## config.mk

```make
export PLATFORM = sky130hd
export DESIGN_NAME = keyed_columnar_substitution_flat
export DESIGN_NICKNAME = d
export VERILOG_FILES = /design/src/hw/rtl/kcs_pkg.sv /design/src/hw/rtl/kcs_in_if.sv /design/src/hw/rtl/kcs_out_if.sv /design/src/hw/rtl/keyed_columnar_substitution.sv /design/src/flat_wrapper.sv
export SDC_FILE = /design/constraint.sdc
export NUM_CORES = 1
export LEC_CHECK = 0
export BUFFER_PORTS_ARGS = -buffer_cell sky130_fd_sc_hd__buf_2
export CAP_MARGIN = 10
export CORE_ASPECT_RATIO = 0.9
export CORE_MARGIN = 10
export CORE_UTILIZATION = 55
export CTS_CLUSTER_DIAMETER = 30
export DETAILED_ROUTE_END_ITERATION = 6
export PLACE_DENSITY = 0.72
export SLEW_MARGIN = 15
export SYNTH_ARGS = -nofsm -noshare
export SYNTH_HDL_FRONTEND = slang
export SYNTH_SLANG_ARGS = --single-unit
```

## constraint.sdc

```tcl
create_clock -name clk -period 6.72 [get_ports clk]
set_input_delay 0.336 -clock clk [delete_from_list [all_inputs] [get_ports clk]]
set_output_delay 0.336 -clock clk [all_outputs]
set_load 0.01 [all_outputs]
```

## src/hw/rtl/kcs_pkg.sv

```systemverilog
// Shared constants and types for the keyed columnar substitution block.
`timescale 1ns / 1ps
`default_nettype none

package kcs_pkg;

  // Alphabet and key geometry
  localparam int AlphaSize  = 26;
  localparam int LetterW    = 5;
  localparam int KeyMax     = 26;
  localparam int KeyVecW    = 130;
  localparam int CharW      = 8;
  localparam int StepW      = 6;

  // Register widths and indexes
  localparam int CfgDataW   = 60;
  localparam int CfgIdxW    = 3;

  localparam logic [CfgIdxW-1:0] RegKeyLow  = 3'd0;
  localparam logic [CfgIdxW-1:0] RegKeyMid  = 3'd1;
  localparam logic [CfgIdxW-1:0] RegKeyHigh = 3'd2;
  localparam logic [CfgIdxW-1:0] RegKeyLen  = 3'd3;

  localparam logic [CharW-1:0] CharFirst = 8'h41;  // 'A'

  typedef logic [LetterW-1:0] letter_t;

  // Build sequencer states, one-hot
  typedef enum logic [6:0] {
    ST_IDLE     = 7'b0000001,
    ST_DEDUP    = 7'b0000010,
    ST_REST     = 7'b0000100,
    ST_IDENT    = 7'b0001000,
    ST_COL_SCAN = 7'b0010000,
    ST_COL_READ = 7'b0100000,
    ST_FINISH   = 7'b1000000
  } state_t;

endpackage : kcs_pkg

`default_nettype wire

```

## src/hw/rtl/kcs_in_if.sv

```systemverilog
// Input channel: one message byte per item.
`timescale 1ns / 1ps
`default_nettype none

interface kcs_in_if
  import kcs_pkg::*;
();
  logic             valid;
  logic             ready;
  logic [CharW-1:0] plain_char;

  modport source (output valid, output plain_char, input ready);
  modport sink   (input valid, input plain_char, output ready);
endinterface : kcs_in_if

`default_nettype wire

```

## src/hw/rtl/kcs_out_if.sv

```systemverilog
// Result channel: one substituted byte per item.
`timescale 1ns / 1ps
`default_nettype none

interface kcs_out_if
  import kcs_pkg::*;
();
  logic             valid;
  logic             ready;
  logic [CharW-1:0] cipher_char;

  modport source (output valid, output cipher_char, input ready);
  modport sink   (input valid, input cipher_char, output ready);
endinterface : kcs_out_if

`default_nettype wire

```

## src/hw/rtl/keyed_columnar_substitution.sv

```systemverilog
// Keyed columnar substitution: key registers, table build sequencer and lookup.
//
// Takes message bytes and returns one byte per item: 'A'..'Z' are replaced by
// the keyed columnar substitution of the letter, every other byte passes
// unchanged. While the table is valid and the output is not stalled an item is
// accepted every cycle and its result appears in the output register on the next
// edge. The first item after reset or after any write to a key register starts a
// table build run by a small sequencer: it scans the given key letters (up to
// 26) and removes duplicates, then writes the identity table (no usable key
// letter) or lists the unused letters, then, for a keyed table, reads out the
// columns in the order of their head letters, each walked down the remaining
// letters, and at last delivers the result for the held item, waiting while the
// output is stalled.
// The block accepts nothing during a build. Key registers may only be written
// while the block is idle; a write to an index above 3 is ignored.
`timescale 1ns / 1ps
`default_nettype none

module keyed_columnar_substitution
  import kcs_pkg::*;
(
  input  wire logic                clk,
  input  wire logic                rst_n,
  input  wire logic                cfg_we,
  input  wire logic [CfgIdxW-1:0]  cfg_index,
  input  wire logic [CfgDataW-1:0] cfg_data,
  kcs_in_if.sink                   in_ch,
  kcs_out_if.source                out_ch
);

  localparam logic [LetterW-1:0] LastLetter = LetterW'(AlphaSize - 1);
  localparam logic [LetterW-1:0] KeyMaxW    = LetterW'(KeyMax);

  // Key registers
  logic [CfgDataW-1:0]     key_low_r, key_mid_r;
  logic [2*LetterW-1:0]    key_high_r;
  logic [LetterW-1:0]      key_len_r;
  logic                    table_valid_r;
  logic                    cfg_hit;

  // Sequencer and working storage
  state_t                  state_r, state_nxt;
  logic [LetterW-1:0]      cnt_r, cnt_nxt;
  logic [LetterW-1:0]      width_r, width_nxt;
  logic [LetterW-1:0]      nrest_r, nrest_nxt;
  logic [LetterW-1:0]      pos_r, pos_nxt;
  logic [StepW-1:0]        m_r, m_nxt;
  logic [AlphaSize-1:0]    used_r, used_nxt;
  letter_t                 col_of_r [AlphaSize];
  letter_t                 rest_r   [AlphaSize];
  letter_t                 tbl_r    [AlphaSize];
  logic [CharW-1:0]        char_r;

  // Write strobes into the working arrays
  logic                    col_we, rest_we, tbl_we;
  letter_t                 tbl_waddr, tbl_wdata;

  // Output register
  logic                    out_valid_r, out_valid_nxt;
  logic [CharW-1:0]        out_char_r, out_char_nxt;
  logic                    out_free;

  // Shared datapath terms
  logic [KeyVecW-1:0]      key_vec;
  letter_t                 cur_letter;
  logic                    letter_ok, letter_new;
  logic [LetterW-1:0]      key_len_eff;
  logic                    in_fire;
  logic                    set_valid;

  // Lookup of a byte in the current table
  logic [CharW-1:0]        look_char, look_ofs, look_res;
  logic                    look_is_letter;

  assign cfg_hit = cfg_we && (cfg_index == RegKeyLow || cfg_index == RegKeyMid ||
                              cfg_index == RegKeyHigh || cfg_index == RegKeyLen);

  // Configuration registers
  always_ff @(posedge clk) begin
    if (!rst_n) begin
      key_low_r  <= '0;
      key_mid_r  <= '0;
      key_high_r <= '0;
      key_len_r  <= LetterW'(1);
    end else if (cfg_we) begin
      unique case (cfg_index)
        RegKeyLow:  key_low_r  <= cfg_data;
        RegKeyMid:  key_mid_r  <= cfg_data;
        RegKeyHigh: key_high_r <= cfg_data[2*LetterW-1:0];
        RegKeyLen:  key_len_r  <= cfg_data[LetterW-1:0];
        default: ;
      endcase
    end
  end

  assign key_vec     = {key_high_r, key_mid_r, key_low_r};
  assign cur_letter  = key_vec[LetterW*cnt_r +: LetterW];
  assign letter_ok   = (cur_letter < LetterW'(AlphaSize));
  assign letter_new  = letter_ok && !used_r[cur_letter];
  assign key_len_eff = (key_len_r > KeyMaxW) ? KeyMaxW : key_len_r;

  assign out_free = !out_valid_r || out_ch.ready;
  assign in_ch.ready = (state_r == ST_IDLE) && out_free;
  assign in_fire = in_ch.valid && in_ch.ready;

  // Table lookup, used for a direct hit and at the end of a build
  assign look_char      = (state_r == ST_IDLE) ? in_ch.plain_char : char_r;
  assign look_ofs       = look_char - CharFirst;
  assign look_is_letter = (look_char >= CharFirst) && (look_ofs < CharW'(AlphaSize));
  assign look_res       = look_is_letter ?
                          (CharFirst + CharW'(tbl_r[look_ofs[LetterW-1:0]])) : look_char;

  // Build sequencer
  always_comb begin
    state_nxt     = state_r;
    cnt_nxt       = cnt_r;
    width_nxt     = width_r;
    nrest_nxt     = nrest_r;
    pos_nxt       = pos_r;
    m_nxt         = m_r;
    used_nxt      = used_r;
    col_we        = 1'b0;
    rest_we       = 1'b0;
    tbl_we        = 1'b0;
    tbl_waddr     = pos_r;
    tbl_wdata     = cnt_r;
    set_valid     = 1'b0;
    out_valid_nxt = out_valid_r && !out_ch.ready;
    out_char_nxt  = out_char_r;

    unique case (state_r)
      ST_IDLE: begin
        if (in_fire) begin
          if (table_valid_r) begin
            out_valid_nxt = 1'b1;
            out_char_nxt  = look_res;
          end else begin
            cnt_nxt   = '0;
            width_nxt = '0;
            used_nxt  = '0;
            state_nxt = ST_DEDUP;
          end
        end
      end
      // one key letter per cycle, first occurrences only
      ST_DEDUP: begin
        if (cnt_r < key_len_eff) begin
          if (letter_new) begin
            used_nxt[cur_letter] = 1'b1;
            col_we    = 1'b1;
            width_nxt = width_r + 1'b1;
          end
          cnt_nxt = cnt_r + 1'b1;
        end else begin
          cnt_nxt   = '0;
          nrest_nxt = '0;
          state_nxt = (width_r == '0) ? ST_IDENT : ST_REST;
        end
      end
      // no usable key letter: identity table
      ST_IDENT: begin
        tbl_we    = 1'b1;
        tbl_waddr = cnt_r;
        tbl_wdata = cnt_r;
        cnt_nxt   = cnt_r + 1'b1;
        if (cnt_r == LastLetter) begin
          state_nxt = ST_FINISH;
        end
      end
      // list the letters not in the key
      ST_REST: begin
        if (!used_r[cnt_r]) begin
          rest_we   = 1'b1;
          nrest_nxt = nrest_r + 1'b1;
        end
        if (cnt_r == LastLetter) begin
          cnt_nxt   = '0;
          pos_nxt   = '0;
          state_nxt = ST_COL_SCAN;
        end else begin
          cnt_nxt = cnt_r + 1'b1;
        end
      end
      // columns in alphabetical order of their head letter
      ST_COL_SCAN: begin
        if (used_r[cnt_r]) begin
          tbl_we    = 1'b1;
          tbl_wdata = cnt_r;
          pos_nxt   = pos_r + 1'b1;
          m_nxt     = {1'b0, col_of_r[cnt_r]};
          state_nxt = ST_COL_READ;
        end else if (cnt_r == LastLetter) begin
          state_nxt = ST_FINISH;
        end else begin
          cnt_nxt = cnt_r + 1'b1;
        end
      end
      // walk down one column of the remaining letters
      ST_COL_READ: begin
        if (m_r < {1'b0, nrest_r}) begin
          tbl_we    = 1'b1;
          tbl_wdata = rest_r[m_r[LetterW-1:0]];
          pos_nxt   = pos_r + 1'b1;
          m_nxt     = m_r + {1'b0, width_r};
        end else if (cnt_r == LastLetter) begin
          state_nxt = ST_FINISH;
        end else begin
          cnt_nxt   = cnt_r + 1'b1;
          state_nxt = ST_COL_SCAN;
        end
      end
      // table complete: deliver the held item
      ST_FINISH: begin
        if (out_free) begin
          set_valid     = 1'b1;
          out_valid_nxt = 1'b1;
          out_char_nxt  = look_res;
          state_nxt     = ST_IDLE;
        end
      end
      default: begin
        state_nxt = ST_IDLE;
      end
    endcase
  end

  // Control registers
  always_ff @(posedge clk) begin
    if (!rst_n) begin
      state_r       <= ST_IDLE;
      out_valid_r   <= 1'b0;
      table_valid_r <= 1'b0;
    end else begin
      state_r     <= state_nxt;
      out_valid_r <= out_valid_nxt;
      if (cfg_hit) begin
        table_valid_r <= 1'b0;
      end else if (set_valid) begin
        table_valid_r <= 1'b1;
      end
    end
  end

  // Working registers and tables
  always_ff @(posedge clk) begin
    cnt_r      <= cnt_nxt;
    width_r    <= width_nxt;
    nrest_r    <= nrest_nxt;
    pos_r      <= pos_nxt;
    m_r        <= m_nxt;
    used_r     <= used_nxt;
    out_char_r <= out_char_nxt;
    if (in_fire) begin
      char_r <= in_ch.plain_char;
    end
    if (col_we) begin
      col_of_r[cur_letter] <= width_r;
    end
    if (rest_we) begin
      rest_r[nrest_r] <= cnt_r;
    end
    if (tbl_we) begin
      tbl_r[tbl_waddr] <= tbl_wdata;
    end
  end

  assign out_ch.valid       = out_valid_r;
  assign out_ch.cipher_char = out_char_r;

  // Checks
  a_ready_only_idle: assert property (@(posedge clk) disable iff (!rst_n)
    in_ch.ready |-> (state_r == ST_IDLE))
    else $error("input ready outside idle");

  a_tbl_addr_range: assert property (@(posedge clk) disable iff (!rst_n)
    tbl_we |-> (tbl_waddr < LetterW'(AlphaSize)))
    else $error("table write beyond alphabet");

  a_width_bound: assert property (@(posedge clk) disable iff (!rst_n)
    (state_r == ST_DEDUP) |-> (width_r <= cnt_r))
    else $error("key width exceeds letters scanned");

  a_build_sets_valid: assert property (@(posedge clk) disable iff (!rst_n)
    (state_r == ST_FINISH && out_free && !cfg_hit) |=> (table_valid_r && out_valid_r))
    else $error("build end did not validate table and deliver");

endmodule : keyed_columnar_substitution

`default_nettype wire
```

## src/flat_wrapper.sv

```systemverilog
// flat-port wrapper written by rule: the top's interface ports become plain ports
module keyed_columnar_substitution_flat import kcs_pkg::*;
  (clk, rst_n, cfg_we, cfg_index, cfg_data, in_ch_valid, in_ch_plain_char, in_ch_ready, out_ch_valid, out_ch_cipher_char, out_ch_ready);
  kcs_in_if in_ch_i ();
  kcs_out_if out_ch_i ();
  input  wire logic clk;
  input  wire logic rst_n;
  input  wire logic cfg_we;
  input  wire logic [CfgIdxW-1:0] cfg_index;
  input  wire logic [CfgDataW-1:0] cfg_data;
  input wire logic [$bits(in_ch_i.valid)-1:0] in_ch_valid;
  input wire logic [$bits(in_ch_i.plain_char)-1:0] in_ch_plain_char;
  output wire logic [$bits(in_ch_i.ready)-1:0] in_ch_ready;
  output wire logic [$bits(out_ch_i.valid)-1:0] out_ch_valid;
  output wire logic [$bits(out_ch_i.cipher_char)-1:0] out_ch_cipher_char;
  input wire logic [$bits(out_ch_i.ready)-1:0] out_ch_ready;
  assign in_ch_i.valid = in_ch_valid;
  assign in_ch_i.plain_char = in_ch_plain_char;
  assign in_ch_ready = in_ch_i.ready;
  assign out_ch_valid = out_ch_i.valid;
  assign out_ch_cipher_char = out_ch_i.cipher_char;
  assign out_ch_i.ready = out_ch_ready;
  keyed_columnar_substitution u_core (.clk(clk), .rst_n(rst_n), .cfg_we(cfg_we), .cfg_index(cfg_index), .cfg_data(cfg_data), .in_ch(in_ch_i), .out_ch(out_ch_i));
endmodule
```

# ---- Word level (Yosys, flattened, before mapping)
# Memory sizes are Yosys's and may differ from the RTL's. A register that Yosys moved wholly into a read port is not among the register bits.
# Cells that the tools add are included.
dict set report totals {
  reg_bits 212
  output_inout_bits 10
  ram_bits 390
  mem_count 3
}
dict set report classes {
  reduce_logical 34
  n_bitwise 2
  magnitude_cmp 9
  mul 1
  shift 1
  eq_ne 24
  muxes 75
  n_addsub 7
}
# memory depth width rd rd_ports_with_merged_regs write_ports line
set mem_list {}
lappend mem_list {u_core.col_of_r 26 5 1 1 1 keyed_columnar_substitution.sv:49} ;# letter_t col_of_r [AlphaSize];
lappend mem_list {u_core.rest_r 26 5 1 1 1 keyed_columnar_substitution.sv:50} ;# letter_t rest_r [AlphaSize];
lappend mem_list {u_core.tbl_r 26 5 1 0 1 keyed_columnar_substitution.sv:51} ;# letter_t tbl_r [AlphaSize];
# cell n
set op_table {}
lappend op_table {{indexed part select 130 x 9 -> 5 bit} 1}
lappend op_table {{2-to-1 mux 26 bit} 4}
lappend op_table {{2-to-1 mux 5 bit} 20}
lappend op_table {{2-to-1 mux 7 bit} 9}
lappend op_table {{one-hot mux 26 bit (2 select lines)} 1}
lappend op_table {{one-hot mux 7 bit (7 select lines)} 1}
lappend op_table {{2-to-1 mux 8 bit} 5}
lappend op_table {{one-hot mux 5 bit (6 select lines)} 1}
lappend op_table {{OR 26 bit} 1}
lappend op_table {{2-to-1 mux 1 bit} 21}
lappend op_table {{adder 5 x 1 -> 5 bit (second input constant)} 4}
lappend op_table {{one-hot mux 5 bit (2 select lines)} 2}
lappend op_table {{!= test 2 x 1 -> 1 bit (second input constant)} 8}
lappend op_table {{one-hot mux 8 bit (2 select lines)} 1}
lappend op_table {{one-hot mux 5 bit (3 select lines)} 1}
lappend op_table {{less-than comparator 5 x 6 -> 1 bit (second input constant)} 2}
lappend op_table {{2-to-1 mux 6 bit} 2}
lappend op_table {{one-hot mux 6 bit (2 select lines)} 1}
lappend op_table {{binary-select mux 1 bit (select 5 bit)} 2}
lappend op_table {{!= test 2 bit (second input constant)} 5}
lappend op_table {{AND reduction 5 bit} 2}
lappend op_table {{adder 7 x 5 -> 8 bit (first input constant)} 1}
lappend op_table {{greater-or-equal comparator 8 x 7 -> 1 bit (second input constant)} 1}
lappend op_table {{less-than comparator 8 x 5 -> 1 bit (second input constant)} 1}
lappend op_table {{other kinds (36)} 56}

# ---- Depth between registers and ports, before layout
dict set report depth {
  ltp_word 11
  mapped_depth 22
  mapped_depth_nobuf 14
}

# ---- Worst setup path before layout
# OpenSTA, ideal clock, no wires.
dict set report synth_path {
  path_kind {register -> register}
  from {register u_core.cnt_r[0]}
  to {register u_core.used_r[0] (enable)}
  path_slack_ps 965
  setup_time_ps 462
  required_ps 6258
  stages_incl_launch_ff 11
  arrival_time_ps 5292
  period_less_slack_ps 5755
  path_buffers 2
  path_cell_list {edfxtp_1 > buf_6 > buf_6 > mux4_2 > mux2i_1 > a22oi_4 > nand2_2 > mux4_2 > a211o_1 > a31o_2 > o21ai_0}
}
dict set report synth_via {
  elab_chain_cells 8
  elab_cells_between_ends 11
  classes_between {mul: 1; order compare: 2; eq/ne: 2; shift: 1; mux: 2; reduce/logical: 3}
}
# element line
set synth_rtl {}
lappend synth_rtl {{from (decl)} keyed_columnar_substitution.sv:43} ;# logic [LetterW-1:0] cnt_r, cnt_nxt;
lappend synth_rtl {{from (signal assigned)} keyed_columnar_substitution.sv:246} ;# cnt_r <= cnt_nxt;
lappend synth_rtl {{multiplier 3 x 5 -> 8 bit} keyed_columnar_substitution.sv:97} ;# assign cur_letter = key_vec[LetterW*cnt_r +: LetterW];
lappend synth_rtl {{indexed part select 130 x 9 -> 5 bit} keyed_columnar_substitution.sv:97}
lappend synth_rtl {{binary-select mux 1 bit (select 5 bit)} keyed_columnar_substitution.sv:99} ;# assign letter_new = letter_ok && !used_r[cur_letter];
lappend synth_rtl {{2-to-1 mux 1 bit (not written as such)} keyed_columnar_substitution.sv:99}
lappend synth_rtl {{logical NOT 1 bit} keyed_columnar_substitution.sv:99}
lappend synth_rtl {{logical AND 1 bit} keyed_columnar_substitution.sv:99}
lappend synth_rtl {{!= test 2 x 1 -> 1 bit (no line)} n/a}
lappend synth_rtl {{AND reduction 5 bit (no line) (*)} n/a}
lappend synth_rtl {{to (signal assigned)} keyed_columnar_substitution.sv:251} ;# used_r <= used_nxt;
lappend synth_rtl {{to (decl)} keyed_columnar_substitution.sv:48} ;# logic [AlphaSize-1:0] used_r, used_nxt;
# Mark *: on every way between the ends. The rest lies on a longest branch, timed or not. The select of a mux whose other input is x is not followed.
# A chain may end at the register's enable or synchronous reset.

# ---- Worst setup path after layout
dict set report layout_path {
  from {register u_core.state_r[1]}
  to {register u_core.out_char_r[4] (netlist: u_core.out_ch.cipher_char[4]) (data pin)}
}
dict set report layout_via {
  elab_chain_cells 9
  elab_cells_between_ends 14
  classes_between {add/sub: 2; order compare: 2; eq/ne: 2; mux: 6; reduce/logical: 1; memory: 1}
}
# element line
set layout_rtl {}
lappend layout_rtl {{from (decl)} keyed_columnar_substitution.sv:42} ;# state_t state_r, state_nxt;
lappend layout_rtl {{from (signal assigned)} keyed_columnar_substitution.sv:234} ;# state_r <= state_nxt;
lappend layout_rtl {{== test 7 x 1 -> 1 bit (*)} keyed_columnar_substitution.sv:107} ;# assign look_char = (state_r == ST_IDLE) ? in_ch.plain_char : char_r;
lappend layout_rtl {{2-to-1 mux 8 bit (*)} keyed_columnar_substitution.sv:107}
lappend layout_rtl {{subtractor 8 x 7 -> 8 bit} keyed_columnar_substitution.sv:108} ;# assign look_ofs = look_char - CharFirst;
lappend layout_rtl {{memory read (26 x 5 bit) or less-than comparator 8 x 5 -> 1 bit (tied branches)} n/a}
lappend layout_rtl {{adder 7 x 5 -> 8 bit or logical AND 1 bit (tied branches)} {keyed_columnar_substitution.sv:111, keyed_columnar_substitution.sv:109}}
lappend layout_rtl {{2-to-1 mux 8 bit (*)} keyed_columnar_substitution.sv:110} ;# assign look_res = look_is_letter ?
lappend layout_rtl {{named net u_core.look_res[4]} keyed_columnar_substitution.sv:72} ;# logic [CharW-1:0] look_char, look_ofs, look_res;
lappend layout_rtl {{2-to-1 mux 8 bit} keyed_columnar_substitution.sv:134} ;# if (table_valid_r) begin
lappend layout_rtl {{2-to-1 mux 8 bit} keyed_columnar_substitution.sv:133} ;# if (in_fire) begin
lappend layout_rtl {{one-hot mux 8 bit (2 select lines) (*)} keyed_columnar_substitution.sv:131} ;# unique case (state_r)
lappend layout_rtl {{to (signal assigned)} keyed_columnar_substitution.sv:252} ;# out_char_r <= out_char_nxt;
lappend layout_rtl {{to (decl)} keyed_columnar_substitution.sv:60} ;# logic [CharW-1:0] out_char_r, out_char_nxt;
# The timed path passes the listed nets; every way through them passes the cells marked *. The select of a mux whose other input is x is not followed.

==> flow_metrics.tcl <==
set metrics [dict create \
    vdd_drop_max_uv 340.0 \
    slowest_delay_ns 0.85 \
    hold_violations 0 \
    wl_met1_um 29490 \
    outcome "finished clean" \
    path_clk_slew_ns 0.05 \
    vias 18640 \
    synth.distinct_cells 101 \
    seq_area_um2 16840 \
    multi_input_area_um2 9814 \
    synth_edf_count 458 \
    root_buffer "clkbuf_16" \
    grt_pass1_vias 18460 \
    drtPass1Iterations 6 \
    synth_top_area_share_pct 50.21 \
    final_antenna_net_count 0 \
    dpl.hpwl_um 44420 \
    crit_fanout 16 \
    die_h_um 231.7 \
    p_leak_nw 11.24 \
    ys_async_sr_fraction_pct 0 \
    fill_cells 3473 \
    rsz0062_at_grt "false" \
    cts_sinks 612 \
    clock_skew_ns 0.02175 \
    p_per_area_nw_per_um2 340.5 \
    critPathRequiredTime_ns 7.09 \
    wl_per_cell_um 22.61 \
    core_um2 49230 \
    wl_um 69130 \
    insertion_delay_ns 0.65 \
    path_buf_inv 0 \
    gp_congestion 0.9144 \
    final_area_um2 32710 \
    totalPowerFinal_mw 11.14 \
    synth_area_leaders "edfxtp_1 (50%), dfxtp_1 (11%), mux4_2 (9.3%)" \
    antenna_found_initial 2 \
    fin_nets 2396 \
    yosysWarningCount 0 \
    top_layer "met5" \
    synthXorXnorAreaFrac_pct 0.7035 \
    finalSetupTns_ns 0 \
    cts_setup_buffers 0 \
    wl_met2_um 32570 \
    synth_top_family_by_area "multiplexers" \
    routed_via_density 6.098 \
    yosysSeqAreaShare_pct 61.47 \
    cap_viol_max_count 0 \
    fin_crit_sh_pct 75.90 \
    dr_wl_met3_um 5090 \
    finalSetupViolations 0 \
    synth_adder_area_share_pct 1.215 \
    die_w_um 255.2 \
    fin_ws_ns 1.619 \
    muxShareOfSynthArea_pct 12.90 \
    port_buffers 85 \
    cts_tree "done" \
    cts_resized 0 \
    io_pins 86 \
    track_usage_pct 23.59 \
    start_util_pct 55.64 \
    drtIter0Drc 1761 \
    worst_slew_margin_rel_pct 21.74 \
    synth_compound_area_share_pct 8.844 \
    drive_above_1_share_pct 20.92 \
    path_cells "or4_1, nor2_4, mux2i_1, ha_1, nor2b_1, a2bb2oi_1, nor2_1, nor2_1, a2111oi_0, a31oi_1, ha_1, o211ai_2, xnor2_1, mux2i_1" \
    htreeDepth 3 \
    fmax_ghz 0.1961 \
    grt_pass1_wl_um 107900 \
    crit_slowest_cell "or4_1" \
    drv_slew 0 \
    syn_area_um2 27390 \
    clk_path_buf_depth 3 \
    avgSynthCellArea_um2 12.89 \
    synthSimpleGateAreaFrac_pct 12.10 \
    criticalPathCategory "reg2reg" \
    dpl_cell_area_um2 28350 \
    min_period_ns 5.101 \
    areaGrowthSynthToFinish_pct 19.44 \
    ys_ff_latch 612 \
    hold_path.class "in2reg" \
    drc 0 \
    synthesis.nets 2227 \
    worst_pin_slew_ns 1.168 \
    crit_arrival_ns 5.47 \
    rows 77 \
    crit_path_end_kind "flop" \
    critPathLaunchType "flop" \
    cts-buffers-inserted 105 \
    netlist_instances 2125 \
    grt_max_degree 72 \
    yosysTopAreaCell "edfxtp_1" \
    dieArea_um2 59140 \
    gr-total-overflow 0 \
    cpLargestDelayFamily "simple AND/OR/NAND/NOR gates" \
    place_ws_ns 1.698 \
    ys.flop_type "edfxtp_1" \
]
-- path summary, 6_finish.rpt --
path	start	endpoint	slack (ns)	cells after the start
hold reg to reg	u_core.key_mid_r[7]	u_core.key_mid_r[7]	0.45	2
hold / removal	in_ch_plain_char[2]	u_core.char_r[2]	0.04	1
setup reg to reg	u_core.state_r[1]	u_core.out_ch.cipher_char[4]	1.62	14
setup / recovery	u_core.state_r[1]	u_core.out_ch.cipher_char[4]	1.62	14
-- sequential cells by signal, summed over array words and instances (netlist names), named ones only --
name	count
u_core.used_r	26
u_core.key_len_r	5
u_core.table_valid_r	1
u_core.col_of_r	130
u_core.m_r	6
u_core.pos_r	5
u_core.cnt_r	5
u_core.nrest_r	5
u_core.tbl_r	130
u_core.char_r	8
u_core.key_low_r	60
u_core.width_r	5
u_core.key_high_r	10
u_core.state_r	7
u_core.rest_r	130
u_core.key_mid_r	60
u_core.out_ch.cipher_char	8
u_core.out_ch.valid	1
-- cell families (layout without fill, tap and decap cells) --
family,Yosys count,after routing
and+or+nand+nor,722,722
DFF,612,612
adders and majority gates,26,26
other,0,1
muxes,209,209
buffers and inverters,167,427
AOI/OAI and AO/OA,367,367
xor gates and xnor gates,22,22
-- cells in the final DEF (no fill, tap or decap), types with 11 or more instances in the layout --
master and instances:
a31oi_1 19, buf_2 85, edfxtp_1 458, mux2_2 16
buf_4 39, xnor2_1 13, a211oi_1 18, clkinv_4 13
nand3_1 44, nor2b_1 23, inv_6 17, o21ai_0 36
nor3_2 11, mux4_2 113, nor2_1 170, dlygate4sd3_1 68
clkbuf_16 109, ha_1 25, and3_1 19, dfxtp_1 152
nor3b_1 12, a21oi_1 167, nand2_1 337, nor3_1 32
inv_1 34, clkinvlp_4 17, mux2i_1 74
-- where the power goes --
group	total, mW	switching, mW	internal (mW)	leakage (nW)
clock	5.42	2.00	3.43	1.75
combinational	1.44	0.905	0.540	4.07
sequential	4.27	0.0783	4.19	5.41
-- layer usage --
metal / GRT usage, % / vias to the layer above
met4: 8.103 / 2
met5: 0 / -
met1: 32.49 / 9300
li1: - / 8382
met2: 36.89 / 789
met3: 4.811 / 169
-- cell usage after synthesis, types with 33 or more instances --
cell / instances
edfxtp_1: 458
nand2_1: 337
nor2_1: 171
a21oi_1: 167
dfxtp_1: 154
mux4_2: 113
clkbuf_1: 90
mux2i_1: 74
nand3_1: 44
o21ai_0: 42
inv_1: 35
nor3_1: 33
-- through the flow --
step	hold WS [ns]	utilization (%)	std cells
floorplan	0.3979	-	2125
global placement	0.4393	57.59	2790
detailed placement	0.4467	57.59	2790
CTS	0.009545	66.44	3056
global route	0.04484	66.45	3057
finish	0.04085	66.45	3057
-- area by class of cell --
cell class	count	area share, %
Clock buffer	115	8.437
Timing Repair Buffer	192	4.276
Tap cell	671	2.566
Clock inverter	83	2.807
Multi-Input combinational cell	1346	30.00
Sequential cell	612	51.47
Inverter	37	0.4322
Antenna cell	1	0.007649
-- what timing repair did --
action                     in CTS  in global routing
hold endpoints to repair      141                  0
setup endpoints to repair       0                  0
hold buffers                   68                  0
Note: power is estimated with default switching activity, not from simulation.
